### src/hw/rtl/pag_pkg.sv
// ----------------------------------------------------------------------------
// pag_pkg: shared types and constants of the patchify address generator
// Field widths, range limits, microcode opcodes and the structs that run
// between the sequencer, the datapath and the divider.
// ----------------------------------------------------------------------------
package pag_pkg;

    localparam int MAX_SIDE       = 2048;
    localparam int MAX_CHANNELS   = 4;
    localparam int MAX_BATCH      = 16;
    localparam int MAX_PATCH_SIDE = 64;
    localparam int MAX_KERNEL     = 8;

    localparam int SIDE_W      = 12;
    localparam int BATCH_CFG_W = 5;
    localparam int CHAN_CFG_W  = 3;
    localparam int PSIDE_CFG_W = 7;
    localparam int KERN_CFG_W  = 4;
    localparam int LIMIT_W     = 23;
    localparam int CFG_DATA_W  = 23;
    localparam int CFG_IDX_W   = 3;
    localparam int IDX_W       = 28;
    localparam int STATUS_W    = 2;
    localparam int IN_DATA_W   = 8;
    localparam int OUT_DATA_W  = 80;

    localparam int POS_W   = $clog2(MAX_SIDE);
    localparam int BPOS_W  = $clog2(MAX_BATCH);
    localparam int CPOS_W  = $clog2(MAX_CHANNELS);
    localparam int INNER_W = $clog2(MAX_PATCH_SIDE * MAX_KERNEL);
    localparam int MP_W    = INNER_W + 1;
    localparam int MPP_W   = PSIDE_CFG_W + KERN_CFG_W;
    localparam int ROWG_W  = $clog2(MAX_BATCH * MAX_SIDE);
    localparam int P_W     = ROWG_W + SIDE_W;
    localparam int PROD_W  = 2 * SIDE_W;
    localparam int KK_W    = 2 * KERN_CFG_W;
    localparam int PK_W    = PROD_W + KK_W;
    localparam int PC_W    = 4;

    typedef enum logic [STATUS_W-1:0] {
        ST_OK            = 2'd0,
        ST_NOT_DIVISIBLE = 2'd1,
        ST_TOO_MANY      = 2'd2
    } t_status;

    typedef enum logic [CFG_IDX_W-1:0] {
        REG_BATCH_COUNT      = 3'd0,
        REG_IMAGE_HEIGHT     = 3'd1,
        REG_IMAGE_WIDTH      = 3'd2,
        REG_CHANNEL_COUNT    = 3'd3,
        REG_SUB_PATCH_HEIGHT = 3'd4,
        REG_SUB_PATCH_WIDTH  = 3'd5,
        REG_MERGE_KERNEL     = 3'd6,
        REG_PATCH_LIMIT      = 3'd7
    } t_reg_idx;

    typedef enum logic [3:0] {
        OP_NOP,
        OP_MP,
        OP_DIVH_GO,
        OP_DIVH_END,
        OP_DIVW_GO,
        OP_DIVW_END,
        OP_CNT,
        OP_LIM,
        OP_CHECK,
        OP_WAIT,
        OP_MUL1,
        OP_MUL2,
        OP_EMIT
    } t_op;

    typedef enum logic [1:0] {
        C_NONE,
        C_DIV_BUSY,
        C_NO_INPUT,
        C_OUT_FULL
    } t_cond;

    typedef logic [PC_W-1:0] t_pc;

    typedef struct packed {
        t_op   op;
        t_cond hold;
        t_pc   next;
    } t_ctrl;

    typedef struct packed {
        logic div_busy;
        logic in_valid;
        logic out_full;
    } t_flags;

    typedef struct packed {
        logic [SIDE_W-1:0]      h;
        logic [SIDE_W-1:0]      w;
        logic [PSIDE_CFG_W-1:0] sph;
        logic [PSIDE_CFG_W-1:0] spw;
        logic [KERN_CFG_W-1:0]  k;
        logic [CHAN_CFG_W-1:0]  c;
        logic [CPOS_W-1:0]      c_m1;
        logic [BPOS_W-1:0]      nb_m1;
        logic [LIMIT_W-1:0]     limit;
    } t_cfg;

    typedef struct packed {
        logic              start;
        logic [SIDE_W-1:0] dividend;
        logic [MP_W-1:0]   divisor;
    } t_div_req;

    typedef struct packed {
        logic              busy;
        logic [SIDE_W-1:0] quot;
        logic [MP_W-1:0]   rem;
    } t_div_rsp;

    typedef struct packed {
        logic [IDX_W-1:0] source_index;
        logic [IDX_W-1:0] dest_index;
        logic [POS_W-1:0] patch_col;
        logic [POS_W-1:0] patch_row;
        logic             patch_start;
        logic             last;
        t_status          status;
    } t_result;

endpackage

### src/hw/rtl/patchify_address_generator.sv
// ----------------------------------------------------------------------------
// patchify_address_generator: patch-major gather address generator
// Usage:
//   Write the eight geometry registers through i_cfg_we/i_cfg_index/i_cfg_data
//   while the block is idle. Every write returns the walk to the first element
//   and reruns the setup program (the patch multiply, two divisions, and the
//   count, limit and check steps) during which s_axis_tready stays low.
//   Each word on the slave stream (s_axis_tdata[0] = restart) yields one word
//   on the master stream: source and destination element index, model patch
//   column/row and patch-start flag in tdata, status in tuser, end of pass
//   (or error) in tlast.
//   After the input word is taken, the row multiply, column/channel multiply
//   and emit steps follow; emit registers the word and raises m_axis_tvalid.
//   The next input word is taken only when this loop returns to wait.
//   A stalled receiver holds the output register; the next input word is
//   taken while it waits, and its emit step holds until the register frees.
//   Reset restores the register defaults, clears the walk and runs setup.
// ----------------------------------------------------------------------------
module patchify_address_generator (
    input  logic                               i_clk,
    input  logic                               i_rst_n,
    input  logic                               i_cfg_we,
    input  logic [pag_pkg::CFG_IDX_W-1:0]      i_cfg_index,
    input  logic [pag_pkg::CFG_DATA_W-1:0]     i_cfg_data,
    input  logic                               s_axis_tvalid,
    output logic                               s_axis_tready,
    // [0] restart
    input  logic [pag_pkg::IN_DATA_W-1:0]      s_axis_tdata,
    output logic                               m_axis_tvalid,
    input  logic                               m_axis_tready,
    // [27:0] source_index, [55:28] dest_index, [66:56] patch_col,
    // [77:67] patch_row, [78] patch_start
    output logic [pag_pkg::OUT_DATA_W-1:0]     m_axis_tdata,
    // [1:0] status
    output logic [pag_pkg::STATUS_W-1:0]       m_axis_tuser,
    output logic                               m_axis_tlast
);

    logic [pag_pkg::BATCH_CFG_W-1:0] r_batch_count;
    logic [pag_pkg::SIDE_W-1:0]      r_image_height;
    logic [pag_pkg::SIDE_W-1:0]      r_image_width;
    logic [pag_pkg::CHAN_CFG_W-1:0]  r_channel_count;
    logic [pag_pkg::PSIDE_CFG_W-1:0] r_sub_patch_height;
    logic [pag_pkg::PSIDE_CFG_W-1:0] r_sub_patch_width;
    logic [pag_pkg::KERN_CFG_W-1:0]  r_merge_kernel;
    logic [pag_pkg::LIMIT_W-1:0]     r_patch_limit;

    logic                    r_out_valid;
    pag_pkg::t_result        r_out;

    pag_pkg::t_cfg           cfg;
    logic [pag_pkg::BATCH_CFG_W-1:0] nb;
    pag_pkg::t_flags         flags;
    pag_pkg::t_ctrl          ctrl;
    logic                    fire;
    pag_pkg::t_div_req       div_req;
    pag_pkg::t_div_rsp       div_rsp;
    pag_pkg::t_result        dp_result;
    logic                    emit_fire;

    always_ff @(posedge i_clk) begin
        if (!i_rst_n) begin
            r_batch_count      <= pag_pkg::BATCH_CFG_W'(1);
            r_image_height     <= pag_pkg::SIDE_W'(224);
            r_image_width      <= pag_pkg::SIDE_W'(224);
            r_channel_count    <= pag_pkg::CHAN_CFG_W'(3);
            r_sub_patch_height <= pag_pkg::PSIDE_CFG_W'(14);
            r_sub_patch_width  <= pag_pkg::PSIDE_CFG_W'(14);
            r_merge_kernel     <= pag_pkg::KERN_CFG_W'(1);
            r_patch_limit      <= '0;
        end else if (i_cfg_we) begin
            case (pag_pkg::t_reg_idx'(i_cfg_index))
                pag_pkg::REG_BATCH_COUNT:
                    r_batch_count <= i_cfg_data[pag_pkg::BATCH_CFG_W-1:0];
                pag_pkg::REG_IMAGE_HEIGHT:
                    r_image_height <= i_cfg_data[pag_pkg::SIDE_W-1:0];
                pag_pkg::REG_IMAGE_WIDTH:
                    r_image_width <= i_cfg_data[pag_pkg::SIDE_W-1:0];
                pag_pkg::REG_CHANNEL_COUNT:
                    r_channel_count <= i_cfg_data[pag_pkg::CHAN_CFG_W-1:0];
                pag_pkg::REG_SUB_PATCH_HEIGHT:
                    r_sub_patch_height <= i_cfg_data[pag_pkg::PSIDE_CFG_W-1:0];
                pag_pkg::REG_SUB_PATCH_WIDTH:
                    r_sub_patch_width <= i_cfg_data[pag_pkg::PSIDE_CFG_W-1:0];
                pag_pkg::REG_MERGE_KERNEL:
                    r_merge_kernel <= i_cfg_data[pag_pkg::KERN_CFG_W-1:0];
                pag_pkg::REG_PATCH_LIMIT:
                    r_patch_limit <= i_cfg_data[pag_pkg::LIMIT_W-1:0];
                default: ;
            endcase
        end
    end

    // saturate each register but the patch limit into its working range
    always_comb begin
        if (r_batch_count == '0) begin
            nb = pag_pkg::BATCH_CFG_W'(1);
        end else if (r_batch_count > pag_pkg::BATCH_CFG_W'(pag_pkg::MAX_BATCH)) begin
            nb = pag_pkg::BATCH_CFG_W'(pag_pkg::MAX_BATCH);
        end else begin
            nb = r_batch_count;
        end
        cfg.nb_m1 = pag_pkg::BPOS_W'(nb - 1'b1);

        if (r_image_height == '0) begin
            cfg.h = pag_pkg::SIDE_W'(1);
        end else if (r_image_height > pag_pkg::SIDE_W'(pag_pkg::MAX_SIDE)) begin
            cfg.h = pag_pkg::SIDE_W'(pag_pkg::MAX_SIDE);
        end else begin
            cfg.h = r_image_height;
        end

        if (r_image_width == '0) begin
            cfg.w = pag_pkg::SIDE_W'(1);
        end else if (r_image_width > pag_pkg::SIDE_W'(pag_pkg::MAX_SIDE)) begin
            cfg.w = pag_pkg::SIDE_W'(pag_pkg::MAX_SIDE);
        end else begin
            cfg.w = r_image_width;
        end

        if (r_channel_count == '0) begin
            cfg.c = pag_pkg::CHAN_CFG_W'(1);
        end else if (r_channel_count > pag_pkg::CHAN_CFG_W'(pag_pkg::MAX_CHANNELS)) begin
            cfg.c = pag_pkg::CHAN_CFG_W'(pag_pkg::MAX_CHANNELS);
        end else begin
            cfg.c = r_channel_count;
        end
        cfg.c_m1 = pag_pkg::CPOS_W'(cfg.c - 1'b1);

        if (r_sub_patch_height == '0) begin
            cfg.sph = pag_pkg::PSIDE_CFG_W'(1);
        end else if (r_sub_patch_height
                     > pag_pkg::PSIDE_CFG_W'(pag_pkg::MAX_PATCH_SIDE)) begin
            cfg.sph = pag_pkg::PSIDE_CFG_W'(pag_pkg::MAX_PATCH_SIDE);
        end else begin
            cfg.sph = r_sub_patch_height;
        end

        if (r_sub_patch_width == '0) begin
            cfg.spw = pag_pkg::PSIDE_CFG_W'(1);
        end else if (r_sub_patch_width
                     > pag_pkg::PSIDE_CFG_W'(pag_pkg::MAX_PATCH_SIDE)) begin
            cfg.spw = pag_pkg::PSIDE_CFG_W'(pag_pkg::MAX_PATCH_SIDE);
        end else begin
            cfg.spw = r_sub_patch_width;
        end

        if (r_merge_kernel == '0) begin
            cfg.k = pag_pkg::KERN_CFG_W'(1);
        end else if (r_merge_kernel > pag_pkg::KERN_CFG_W'(pag_pkg::MAX_KERNEL)) begin
            cfg.k = pag_pkg::KERN_CFG_W'(pag_pkg::MAX_KERNEL);
        end else begin
            cfg.k = r_merge_kernel;
        end

        cfg.limit = r_patch_limit;
    end

    assign flags.div_busy = div_rsp.busy;
    assign flags.in_valid = s_axis_tvalid;
    assign flags.out_full = r_out_valid & ~m_axis_tready;

    pag_seq u_seq (
        .i_clk     (i_clk),
        .i_rst_n   (i_rst_n),
        .i_restart (i_cfg_we),
        .i_flags   (flags),
        .o_ctrl    (ctrl),
        .o_fire    (fire)
    );

    pag_div u_div (
        .i_clk   (i_clk),
        .i_rst_n (i_rst_n),
        .i_req   (div_req),
        .o_rsp   (div_rsp)
    );

    pag_dp u_dp (
        .i_clk     (i_clk),
        .i_rst_n   (i_rst_n),
        .i_cfg     (cfg),
        .i_clear   (i_cfg_we),
        .i_ctrl    (ctrl),
        .i_fire    (fire),
        .i_restart (s_axis_tdata[0]),
        .i_div_rsp (div_rsp),
        .o_div_req (div_req),
        .o_result  (dp_result)
    );

    assign s_axis_tready = (ctrl.op == pag_pkg::OP_WAIT);
    assign emit_fire     = fire & (ctrl.op == pag_pkg::OP_EMIT);

    always_ff @(posedge i_clk) begin
        if (!i_rst_n) begin
            r_out_valid <= 1'b0;
        end else if (emit_fire) begin
            r_out_valid <= 1'b1;
        end else if (m_axis_tready) begin
            r_out_valid <= 1'b0;
        end
    end

    always_ff @(posedge i_clk) begin
        if (emit_fire) begin
            r_out <= dp_result;
        end
    end

    assign m_axis_tvalid = r_out_valid;
    assign m_axis_tdata  = {1'b0, r_out.patch_start, r_out.patch_row, r_out.patch_col,
                            r_out.dest_index, r_out.source_index};
    assign m_axis_tuser  = r_out.status;
    assign m_axis_tlast  = r_out.last;

    a_err_word: assert property (@(posedge i_clk) disable iff (!i_rst_n)
        (m_axis_tvalid && (m_axis_tuser != pag_pkg::ST_OK))
        |-> (m_axis_tlast && (m_axis_tdata == '0)))
        else $error("error word carries addresses or lacks last");

    a_cfg_blocks_input: assert property (@(posedge i_clk) disable iff (!i_rst_n)
        i_cfg_we |=> !s_axis_tready)
        else $error("input taken right after a configuration write");

    a_one_word_at_a_time: assert property (@(posedge i_clk) disable iff (!i_rst_n)
        (s_axis_tvalid && s_axis_tready) |=> !s_axis_tready)
        else $error("second word taken before the first was emitted");

endmodule

### src/hw/rtl/pag_div.sv
// ----------------------------------------------------------------------------
// pag_div: restoring divider
// One quotient bit per cycle; busy from a start pulse until all SIDE_W quotient bits are formed.
// ----------------------------------------------------------------------------
module pag_div (
    input  logic              i_clk,
    input  logic              i_rst_n,
    input  pag_pkg::t_div_req i_req,
    output pag_pkg::t_div_rsp o_rsp
);

    localparam int DCNT_W = $clog2(pag_pkg::SIDE_W + 1);

    logic                       r_busy;
    logic [DCNT_W-1:0]          r_cnt;
    logic [pag_pkg::SIDE_W-1:0] r_quot;
    logic [pag_pkg::MP_W-1:0]   r_rem;
    logic [pag_pkg::MP_W-1:0]   r_dvs;

    logic [pag_pkg::MP_W:0]   trial;
    logic [pag_pkg::MP_W+1:0] diff;
    logic                     ge;

    assign trial = {r_rem, r_quot[pag_pkg::SIDE_W-1]};
    assign diff  = {1'b0, trial} - {2'b00, r_dvs};
    assign ge    = ~diff[pag_pkg::MP_W+1];

    always_ff @(posedge i_clk) begin
        if (!i_rst_n) begin
            r_busy <= 1'b0;
            r_cnt  <= '0;
        end else if (i_req.start) begin
            r_busy <= 1'b1;
            r_cnt  <= DCNT_W'(pag_pkg::SIDE_W);
        end else if (r_busy) begin
            r_cnt  <= r_cnt - 1'b1;
            r_busy <= (r_cnt != DCNT_W'(1));
        end
    end

    always_ff @(posedge i_clk) begin
        if (i_req.start) begin
            r_quot <= i_req.dividend;
            r_rem  <= '0;
            r_dvs  <= i_req.divisor;
        end else if (r_busy) begin
            r_quot <= {r_quot[pag_pkg::SIDE_W-2:0], ge};
            r_rem  <= ge ? diff[pag_pkg::MP_W-1:0] : trial[pag_pkg::MP_W-1:0];
        end
    end

    assign o_rsp.busy = r_busy;
    assign o_rsp.quot = r_quot;
    assign o_rsp.rem  = r_rem;

endmodule

### src/hw/rtl/pag_seq.sv
// ----------------------------------------------------------------------------
// pag_seq: microcode sequencer
// Step counter over a read-only program; each step holds on its wait
// condition and then jumps to the step named in its control word.
// ----------------------------------------------------------------------------
module pag_seq (
    input  logic             i_clk,
    input  logic             i_rst_n,
    input  logic             i_restart,
    input  pag_pkg::t_flags  i_flags,
    output pag_pkg::t_ctrl   o_ctrl,
    output logic             o_fire
);

    localparam pag_pkg::t_pc S_MP       = 4'd0;
    localparam pag_pkg::t_pc S_DIVH_GO  = 4'd1;
    localparam pag_pkg::t_pc S_DIVH_END = 4'd2;
    localparam pag_pkg::t_pc S_DIVW_GO  = 4'd3;
    localparam pag_pkg::t_pc S_DIVW_END = 4'd4;
    localparam pag_pkg::t_pc S_CNT      = 4'd5;
    localparam pag_pkg::t_pc S_LIM      = 4'd6;
    localparam pag_pkg::t_pc S_CHECK    = 4'd7;
    localparam pag_pkg::t_pc S_WAIT     = 4'd8;
    localparam pag_pkg::t_pc S_MUL1     = 4'd9;
    localparam pag_pkg::t_pc S_MUL2     = 4'd10;
    localparam pag_pkg::t_pc S_EMIT     = 4'd11;

    function automatic pag_pkg::t_ctrl rom(input pag_pkg::t_pc pc);
        pag_pkg::t_ctrl w;
        case (pc)
            S_MP:       w = '{op: pag_pkg::OP_MP,       hold: pag_pkg::C_NONE,
                              next: S_DIVH_GO};
            S_DIVH_GO:  w = '{op: pag_pkg::OP_DIVH_GO,  hold: pag_pkg::C_NONE,
                              next: S_DIVH_END};
            S_DIVH_END: w = '{op: pag_pkg::OP_DIVH_END, hold: pag_pkg::C_DIV_BUSY,
                              next: S_DIVW_GO};
            S_DIVW_GO:  w = '{op: pag_pkg::OP_DIVW_GO,  hold: pag_pkg::C_NONE,
                              next: S_DIVW_END};
            S_DIVW_END: w = '{op: pag_pkg::OP_DIVW_END, hold: pag_pkg::C_DIV_BUSY,
                              next: S_CNT};
            S_CNT:      w = '{op: pag_pkg::OP_CNT,      hold: pag_pkg::C_NONE,
                              next: S_LIM};
            S_LIM:      w = '{op: pag_pkg::OP_LIM,      hold: pag_pkg::C_NONE,
                              next: S_CHECK};
            S_CHECK:    w = '{op: pag_pkg::OP_CHECK,    hold: pag_pkg::C_NONE,
                              next: S_WAIT};
            S_WAIT:     w = '{op: pag_pkg::OP_WAIT,     hold: pag_pkg::C_NO_INPUT,
                              next: S_MUL1};
            S_MUL1:     w = '{op: pag_pkg::OP_MUL1,     hold: pag_pkg::C_NONE,
                              next: S_MUL2};
            S_MUL2:     w = '{op: pag_pkg::OP_MUL2,     hold: pag_pkg::C_NONE,
                              next: S_EMIT};
            S_EMIT:     w = '{op: pag_pkg::OP_EMIT,     hold: pag_pkg::C_OUT_FULL,
                              next: S_WAIT};
            default:    w = '{op: pag_pkg::OP_NOP,      hold: pag_pkg::C_NONE,
                              next: S_MP};
        endcase
        return w;
    endfunction

    pag_pkg::t_pc   r_pc;
    pag_pkg::t_ctrl ctrl;
    logic           hold_now;

    assign ctrl = rom(r_pc);

    always_comb begin
        case (ctrl.hold)
            pag_pkg::C_NONE:     hold_now = 1'b0;
            pag_pkg::C_DIV_BUSY: hold_now = i_flags.div_busy;
            pag_pkg::C_NO_INPUT: hold_now = ~i_flags.in_valid;
            pag_pkg::C_OUT_FULL: hold_now = i_flags.out_full;
            default:             hold_now = 1'b0;
        endcase
    end

    always_ff @(posedge i_clk) begin
        if (!i_rst_n) begin
            r_pc <= S_MP;
        end else if (i_restart) begin
            r_pc <= S_MP;
        end else if (!hold_now) begin
            r_pc <= ctrl.next;
        end
    end

    assign o_ctrl = ctrl;
    assign o_fire = ~hold_now;

endmodule

### src/hw/rtl/pag_dp.sv
// ----------------------------------------------------------------------------
// pag_dp: address datapath
// Derived patch geometry, error status, walk counters and the two
// multiply steps that form the source index, driven by the control word.
// ----------------------------------------------------------------------------
module pag_dp (
    input  logic              i_clk,
    input  logic              i_rst_n,
    input  pag_pkg::t_cfg     i_cfg,
    input  logic              i_clear,
    input  pag_pkg::t_ctrl    i_ctrl,
    input  logic              i_fire,
    input  logic              i_restart,
    input  pag_pkg::t_div_rsp i_div_rsp,
    output pag_pkg::t_div_req o_div_req,
    output pag_pkg::t_result  o_result
);

    logic [pag_pkg::MP_W-1:0]    r_mph, r_mpw;
    logic [pag_pkg::KK_W-1:0]    r_kk;
    logic [pag_pkg::SIDE_W-1:0]  r_nph, r_npw;
    logic [pag_pkg::POS_W-1:0]   r_nph_m1, r_npw_m1;
    logic [pag_pkg::INNER_W-1:0] r_mph_m1, r_mpw_m1;
    logic                        r_rem_nz;
    logic [pag_pkg::PROD_W-1:0]  r_prod;
    logic [pag_pkg::PK_W-1:0]    r_prod_k;
    pag_pkg::t_status            r_status;
    logic [pag_pkg::P_W-1:0]     r_p;
    logic [pag_pkg::IDX_W-1:0]   r_q;

    logic [pag_pkg::BPOS_W-1:0]  r_bpos,  n_bpos;
    logic [pag_pkg::POS_W-1:0]   r_prow,  n_prow;
    logic [pag_pkg::POS_W-1:0]   r_pcol,  n_pcol;
    logic [pag_pkg::INNER_W-1:0] r_irow,  n_irow;
    logic [pag_pkg::INNER_W-1:0] r_icol,  n_icol;
    logic [pag_pkg::CPOS_W-1:0]  r_chan,  n_chan;
    logic [pag_pkg::IDX_W-1:0]   r_dest,  n_dest;
    logic [pag_pkg::ROWG_W-1:0]  r_row_base, n_row_base;
    logic [pag_pkg::POS_W-1:0]   r_col_base, n_col_base;

    logic                        go_w;
    logic [pag_pkg::ROWG_W-1:0]  img_row;
    logic [pag_pkg::POS_W-1:0]   img_col;
    logic [pag_pkg::IDX_W-1:0]   lin;
    logic                        err;
    logic                        at_last;
    logic                        emit;
    logic                        adv;
    logic                        clr;

    assign go_w = (i_ctrl.op == pag_pkg::OP_DIVW_GO);
    assign o_div_req.start    = i_fire & ((i_ctrl.op == pag_pkg::OP_DIVH_GO) | go_w);
    assign o_div_req.dividend = go_w ? i_cfg.w : i_cfg.h;
    assign o_div_req.divisor  = go_w ? r_mpw : r_mph;

    assign img_row = r_row_base + pag_pkg::ROWG_W'(r_irow);
    assign img_col = r_col_base + pag_pkg::POS_W'(r_icol);
    assign lin     = pag_pkg::IDX_W'(r_p) + pag_pkg::IDX_W'(img_col);

    always_ff @(posedge i_clk) begin
        if (!i_rst_n) begin
            r_status <= pag_pkg::ST_OK;
        end else if (i_fire) begin
            case (i_ctrl.op)
                pag_pkg::OP_MP: begin
                    r_mph <= pag_pkg::MP_W'(pag_pkg::MPP_W'(i_cfg.sph)
                                            * pag_pkg::MPP_W'(i_cfg.k));
                    r_mpw <= pag_pkg::MP_W'(pag_pkg::MPP_W'(i_cfg.spw)
                                            * pag_pkg::MPP_W'(i_cfg.k));
                    r_kk  <= pag_pkg::KK_W'(i_cfg.k) * pag_pkg::KK_W'(i_cfg.k);
                end
                pag_pkg::OP_DIVH_END: begin
                    r_nph    <= i_div_rsp.quot;
                    r_nph_m1 <= pag_pkg::POS_W'(i_div_rsp.quot - 1'b1);
                    r_rem_nz <= (i_div_rsp.rem != '0);
                end
                pag_pkg::OP_DIVW_END: begin
                    r_npw    <= i_div_rsp.quot;
                    r_npw_m1 <= pag_pkg::POS_W'(i_div_rsp.quot - 1'b1);
                    r_rem_nz <= r_rem_nz | (i_div_rsp.rem != '0);
                end
                pag_pkg::OP_CNT: begin
                    r_prod <= pag_pkg::PROD_W'(r_nph) * pag_pkg::PROD_W'(r_npw);
                end
                pag_pkg::OP_LIM: begin
                    r_prod_k <= pag_pkg::PK_W'(r_prod) * pag_pkg::PK_W'(r_kk);
                end
                pag_pkg::OP_CHECK: begin
                    r_mph_m1 <= pag_pkg::INNER_W'(r_mph - 1'b1);
                    r_mpw_m1 <= pag_pkg::INNER_W'(r_mpw - 1'b1);
                    if (r_rem_nz) begin
                        r_status <= pag_pkg::ST_NOT_DIVISIBLE;
                    end else if ((i_cfg.limit != '0)
                                 && (r_prod_k > pag_pkg::PK_W'(i_cfg.limit))) begin
                        r_status <= pag_pkg::ST_TOO_MANY;
                    end else begin
                        r_status <= pag_pkg::ST_OK;
                    end
                end
                pag_pkg::OP_MUL1: begin
                    r_p <= pag_pkg::P_W'(img_row) * pag_pkg::P_W'(i_cfg.w);
                end
                pag_pkg::OP_MUL2: begin
                    r_q <= lin * pag_pkg::IDX_W'(i_cfg.c);
                end
                default: ;
            endcase
        end
    end

    assign err     = (r_status != pag_pkg::ST_OK);
    assign at_last = (r_bpos == i_cfg.nb_m1) && (r_prow == r_nph_m1)
                     && (r_pcol == r_npw_m1) && (r_irow == r_mph_m1)
                     && (r_icol == r_mpw_m1) && (r_chan == i_cfg.c_m1);
    assign emit    = i_fire & (i_ctrl.op == pag_pkg::OP_EMIT);
    assign adv     = emit & ~err & ~at_last;
    assign clr     = i_clear
                     | (i_fire & (i_ctrl.op == pag_pkg::OP_CHECK))
                     | (i_fire & (i_ctrl.op == pag_pkg::OP_WAIT) & i_restart)
                     | (emit & (err | at_last));

    always_comb begin
        n_bpos     = r_bpos;
        n_prow     = r_prow;
        n_pcol     = r_pcol;
        n_irow     = r_irow;
        n_icol     = r_icol;
        n_chan     = r_chan;
        n_dest     = r_dest;
        n_row_base = r_row_base;
        n_col_base = r_col_base;
        if (clr) begin
            n_bpos     = '0;
            n_prow     = '0;
            n_pcol     = '0;
            n_irow     = '0;
            n_icol     = '0;
            n_chan     = '0;
            n_dest     = '0;
            n_row_base = '0;
            n_col_base = '0;
        end else if (adv) begin
            n_dest = r_dest + 1'b1;
            if (r_chan != i_cfg.c_m1) begin
                n_chan = r_chan + 1'b1;
            end else begin
                n_chan = '0;
                if (r_icol != r_mpw_m1) begin
                    n_icol = r_icol + 1'b1;
                end else begin
                    n_icol = '0;
                    if (r_irow != r_mph_m1) begin
                        n_irow = r_irow + 1'b1;
                    end else begin
                        n_irow = '0;
                        if (r_pcol != r_npw_m1) begin
                            n_pcol     = r_pcol + 1'b1;
                            n_col_base = r_col_base + pag_pkg::POS_W'(r_mpw);
                        end else begin
                            n_pcol     = '0;
                            n_col_base = '0;
                            n_row_base = r_row_base + pag_pkg::ROWG_W'(r_mph);
                            if (r_prow != r_nph_m1) begin
                                n_prow = r_prow + 1'b1;
                            end else begin
                                n_prow = '0;
                                n_bpos = r_bpos + 1'b1;
                            end
                        end
                    end
                end
            end
        end
    end

    always_ff @(posedge i_clk) begin
        if (!i_rst_n) begin
            r_bpos     <= '0;
            r_prow     <= '0;
            r_pcol     <= '0;
            r_irow     <= '0;
            r_icol     <= '0;
            r_chan     <= '0;
            r_dest     <= '0;
            r_row_base <= '0;
            r_col_base <= '0;
        end else begin
            r_bpos     <= n_bpos;
            r_prow     <= n_prow;
            r_pcol     <= n_pcol;
            r_irow     <= n_irow;
            r_icol     <= n_icol;
            r_chan     <= n_chan;
            r_dest     <= n_dest;
            r_row_base <= n_row_base;
            r_col_base <= n_col_base;
        end
    end

    always_comb begin
        if (err) begin
            o_result.source_index = '0;
            o_result.dest_index   = '0;
            o_result.patch_col    = '0;
            o_result.patch_row    = '0;
            o_result.patch_start  = 1'b0;
            o_result.last         = 1'b1;
            o_result.status       = r_status;
        end else begin
            o_result.source_index = r_q + pag_pkg::IDX_W'(r_chan);
            o_result.dest_index   = r_dest;
            o_result.patch_col    = r_pcol;
            o_result.patch_row    = r_prow;
            o_result.patch_start  = (r_irow == '0) && (r_icol == '0) && (r_chan == '0);
            o_result.last         = at_last;
            o_result.status       = pag_pkg::ST_OK;
        end
    end

endmodule
### config.mk
export PLATFORM = sky130hd
export DESIGN_NAME = patchify_address_generator
export DESIGN_NICKNAME = d
export VERILOG_FILES = /design/src/hw/rtl/pag_pkg.sv /design/src/hw/rtl/patchify_address_generator.sv /design/src/hw/rtl/pag_div.sv /design/src/hw/rtl/pag_seq.sv /design/src/hw/rtl/pag_dp.sv
export SDC_FILE = /design/constraint.sdc
export NUM_CORES = 2
export LEC_CHECK = 0
export BUFFER_PORTS_ARGS = -buffer_cell sky130_fd_sc_hd__buf_2
export CELL_PAD_IN_SITES_DETAIL_PLACEMENT = 2
export CELL_PAD_IN_SITES_GLOBAL_PLACEMENT = 2
export CORE_MARGIN = 8
export CORE_UTILIZATION = 38
export CTS_CLUSTER_DIAMETER = 50
export DETAILED_ROUTE_END_ITERATION = 7
export GPL_TIMING_DRIVEN = 0
export PLACE_DENSITY = 0.75
export RECOVER_POWER = 50
export SYNTH_ARGS = -nofsm -noshare
export SYNTH_HDL_FRONTEND = slang
export SYNTH_SLANG_ARGS = --single-unit
### constraint.sdc
create_clock -name i_clk -period 7.7 [get_ports i_clk]
set_input_delay 1.155 -clock i_clk [delete_from_list [all_inputs] [get_ports i_clk]]
set_output_delay 1.155 -clock i_clk [all_outputs]
set_load 0.03 [all_outputs]
==> impl_metrics.ini <==
[route]
drt-initial-drc-count = 1692
num_vias = 33356
drt_wl_total_mm = 139.9
drc = 0
ant_nets = 0
viasPerCell = 5.276
wire_per_inst_um = 22.13
firstDrtPassIters = 5

[critical_path]
start_kind = flop
endpoint_kind = flop
r2r_cells = 30
r2r-end = u_dp.r_p[24]$_DFFE_PP_
worst_path_most_repeated_cell = fa_1
worst_ep_required_time_ns = 8.06
worst_ep_arrival_time_ns = 7.87
r2r_start = u_dp.r_irow[0]$_SDFFE_PP0P_
critPathMaxStageDelay_ns = 0.53
cp-endpoint = u_dp.r_p[24]$_DFFE_PP_
ff2ff_setup_slack_ns = 0.19
worstSetupPathType = reg -> reg
crit_path_top_delay_cell = fa_1
cp_max_fo = 5
critPathLaunch = u_dp.r_irow[0]$_SDFFE_PP0P_

[layout]
layout_commonest_cell = nand2_1
drive_gt1_share_pct = 6.394
nets = 5538
fillCellCount = 12144
final_cell_mix = nand2_1, inv_1, fa_1
syn_to_final_growth_pct = 13.03
final_cell_count_no_fill = 6322

[sta]
skew_ns = 0.03614
drv_slew = 94
period_share_pct = 97.59
setup_viol = 0
tightest_slew_ns = 2.714
setup_ws_ns = 0.1854
tns_ns = 0
finalCriticalPeriod_ns = 7.515
hold_violations = 0
slew_headroom_pct = -80.91
timing.fmax_mhz = 133.1

[power_and_ir_drop]
vdd_drop_max_mv = 0.1583
p_total_mw = 8.741
power_density_nw_per_um2 = 179.6
p_leak_nw = 21.04

[clock_network]
path_clk_slew_ns = 0.05
cts.hold.buffers_added = 0
clock_path_buffers = 3
insertion_delay_ns = 0.65
cts_tree = yes
cts_made_buffers = 78
htreeDepth = 3
cts_root_buffer = clkbuf_16
cts.sink_count = 509

[die]
die_w_um = 352.6
row_count = 123
start_util_pct = 38.26
die_area_um2 = 124300
die_h_um = 352.6
io_pins = 124
core_um2 = 112500

[synthesis]
async_flop_share_pct = 0
syn-mean-instance-area_um2 = 9.515
yosys_warnings = 0
synth_top_area_share_pct = 21.42
synth.ff_latch_count = 509
synth_area_leaders = edfxtp_1, fa_1, ha_1
syn_inst = 4524
synth_top_cell_by_area = edfxtp_1
synth_edf_count = 307
ys_seq_area_share_pct = 30.81
yosys_most_used_dff = edfxtp_1
synth_area_um2 = 43050
ys_types = 83

[placement]
pre_cts_ws_ns = -1.222
portBuffers = 110
place_hpwl_mm = 111.3
gp_congestion = 0.8395
place_inst = 6150

[grt]
grt_remaining_overflow = 0
antenna_found_initial = 13
grt_pass1_wl_mm = 219.6
grtUsageTotal_pct = 22.09
grt_pass1_vias = 37657
grt_max_degree = 52

[worst_hold_path]
hold_path_depth = 2
hold_class = reg -> reg

[run_status]
status = finished with violations
failed_checks = max-capacitance violations, max-slew violations

[run]
maxCapViolCount = 3
## kinds of logic after synthesis
kind of cell               count (synthesis)  synth area share [%]
AOI/OAI and AO/OA                        546                 8.272
xor gates and xnor gates                 312                 6.348
adders and majority gates                748                 28.61
buffers and inverters                    697                 6.174
DFF                                      509                 30.81
muxes                                     53                 1.259
other                                      1              0.008711
and+or+nand+nor                         1658                 18.52
## area by class of cell
cell class,instances,area (um2),area share (%)
Antenna cell,5,12.51,0.02571
Buffer,155,634.4,1.304
Clock buffer,92,2087,4.289
Clock inverter,54,548.0,1.126
Inverter,541,2032,4.176
Multi-Input combinational cell,3323,27470,56.45
Sequential cell,509,13270,27.28
Tap cell,1500,1877,3.857
Timing Repair Buffer,143,726.9,1.494
## worst min-delay path by stage
stage / start / to / slack (ns)
2_1_floorplan: r_image_width[0]$_SDFFE_PN0P_ / r_image_width[0]$_SDFFE_PN0P_ / 0.44
3_3_place_gp: u_dp.r_dest[11]$_SDFFE_PP0P_ / u_dp.r_dest[11]$_SDFFE_PP0P_ / 0.47
3_5_place_dp: r_patch_limit[9]$_SDFFE_PN0P_ / r_patch_limit[9]$_SDFFE_PN0P_ / 0.49
4_1_cts: r_patch_limit[2]$_SDFFE_PN0P_ / r_patch_limit[2]$_SDFFE_PN0P_ / 0.49
5_1_grt: r_image_height[7]$_SDFFE_PN1P_ / r_image_height[7]$_SDFFE_PN1P_ / 0.52
6_report: r_patch_limit[2]$_SDFFE_PN0P_ / r_patch_limit[2]$_SDFFE_PN0P_ / 0.49
## synthesized netlist by cell type, types with 45 or more instances
master      n
nand2_1   638
inv_1     539
fa_1      394
ha_1      354
edfxtp_1  307
nor2_1    296
and2_1    251
dfxtp_1   202
xnor2_1   182
a21oi_1   154
clkbuf_1  130
xor2_1    130
o21ai_0    90
nor2b_1    85
nand3_1    82
nor3_1     67
a21boi_0   53
a21o_1     53
nand4_1    45
## metal layers
| layer | GRT usage (%) | vias to the layer above | share of wire (%) |
|---|---|---|---|
| li1 | - | 15372 | - |
| met1 | 30.47 | 17253 | 47 |
| met2 | 37.04 | 568 | 47 |
| met3 | 2.687 | 161 | 3.8 |
| met4 | 5.079 | 2 | 1.9 |
| met5 | 0 | - | 0.0093 |
## power breakdown
| group | switching [mW] | leakage, nW | internal (mW) | total, mW |
|---|---|---|---|---|
| combinational | 1.21 | 15.4 | 0.825 | 2.03 |
| clock | 1.45 | 1.29 | 2.15 | 3.60 |
| sequential | 0.0871 | 4.36 | 3.02 | 3.11 |
## critical path, delay by kind of cell (launching register included)
kind,cells,cell delay (ns)
AOI/OAI and AO/OA,11,2.04
xor gates and xnor gates,2,0.47
buffers and inverters,6,0.54
adders and majority gates,8,3.37
DFF,1,0.38
and+or+nand+nor,3,0.43
## flip-flops by register name, summed over array words and instances, names as in the netlist, 12 cells and up
signal,cells
m_axis_tdata,79
u_dp.r_prod_k,32
u_dp.r_dest,28
u_dp.r_q,28
u_dp.r_p,27
u_dp.r_prod,24
r_patch_limit,23
u_dp.r_row_base,15
r_image_height,12
r_image_width,12
u_div.r_quot,12
u_dp.r_nph,12
u_dp.r_npw,12
## metrics by stage
| stage | utilization (%) | instance area (um2) | hold WS [ns] |
|---|---|---|---|
| 3_5_place_dp | 40.61 | 45690 | 0.4852 |
| 6_report | 43.25 | 48660 | 0.4889 |
| 4_1_cts | 43.19 | 48590 | 0.4930 |
| 5_1_grt | 43.24 | 48640 | 0.5164 |
| 2_1_floorplan | - | 43070 | 0.4429 |
| 3_3_place_gp | 40.44 | 45490 | 0.4662 |
## timing repair
action | CTS | global route
pin swaps | 8 | 17
buffers inserted | 12 | 10
gates resized for setup | 40 | 38
setup endpoints to repair | 13 | 15
Note: power is estimated with default switching activity, not from simulation.
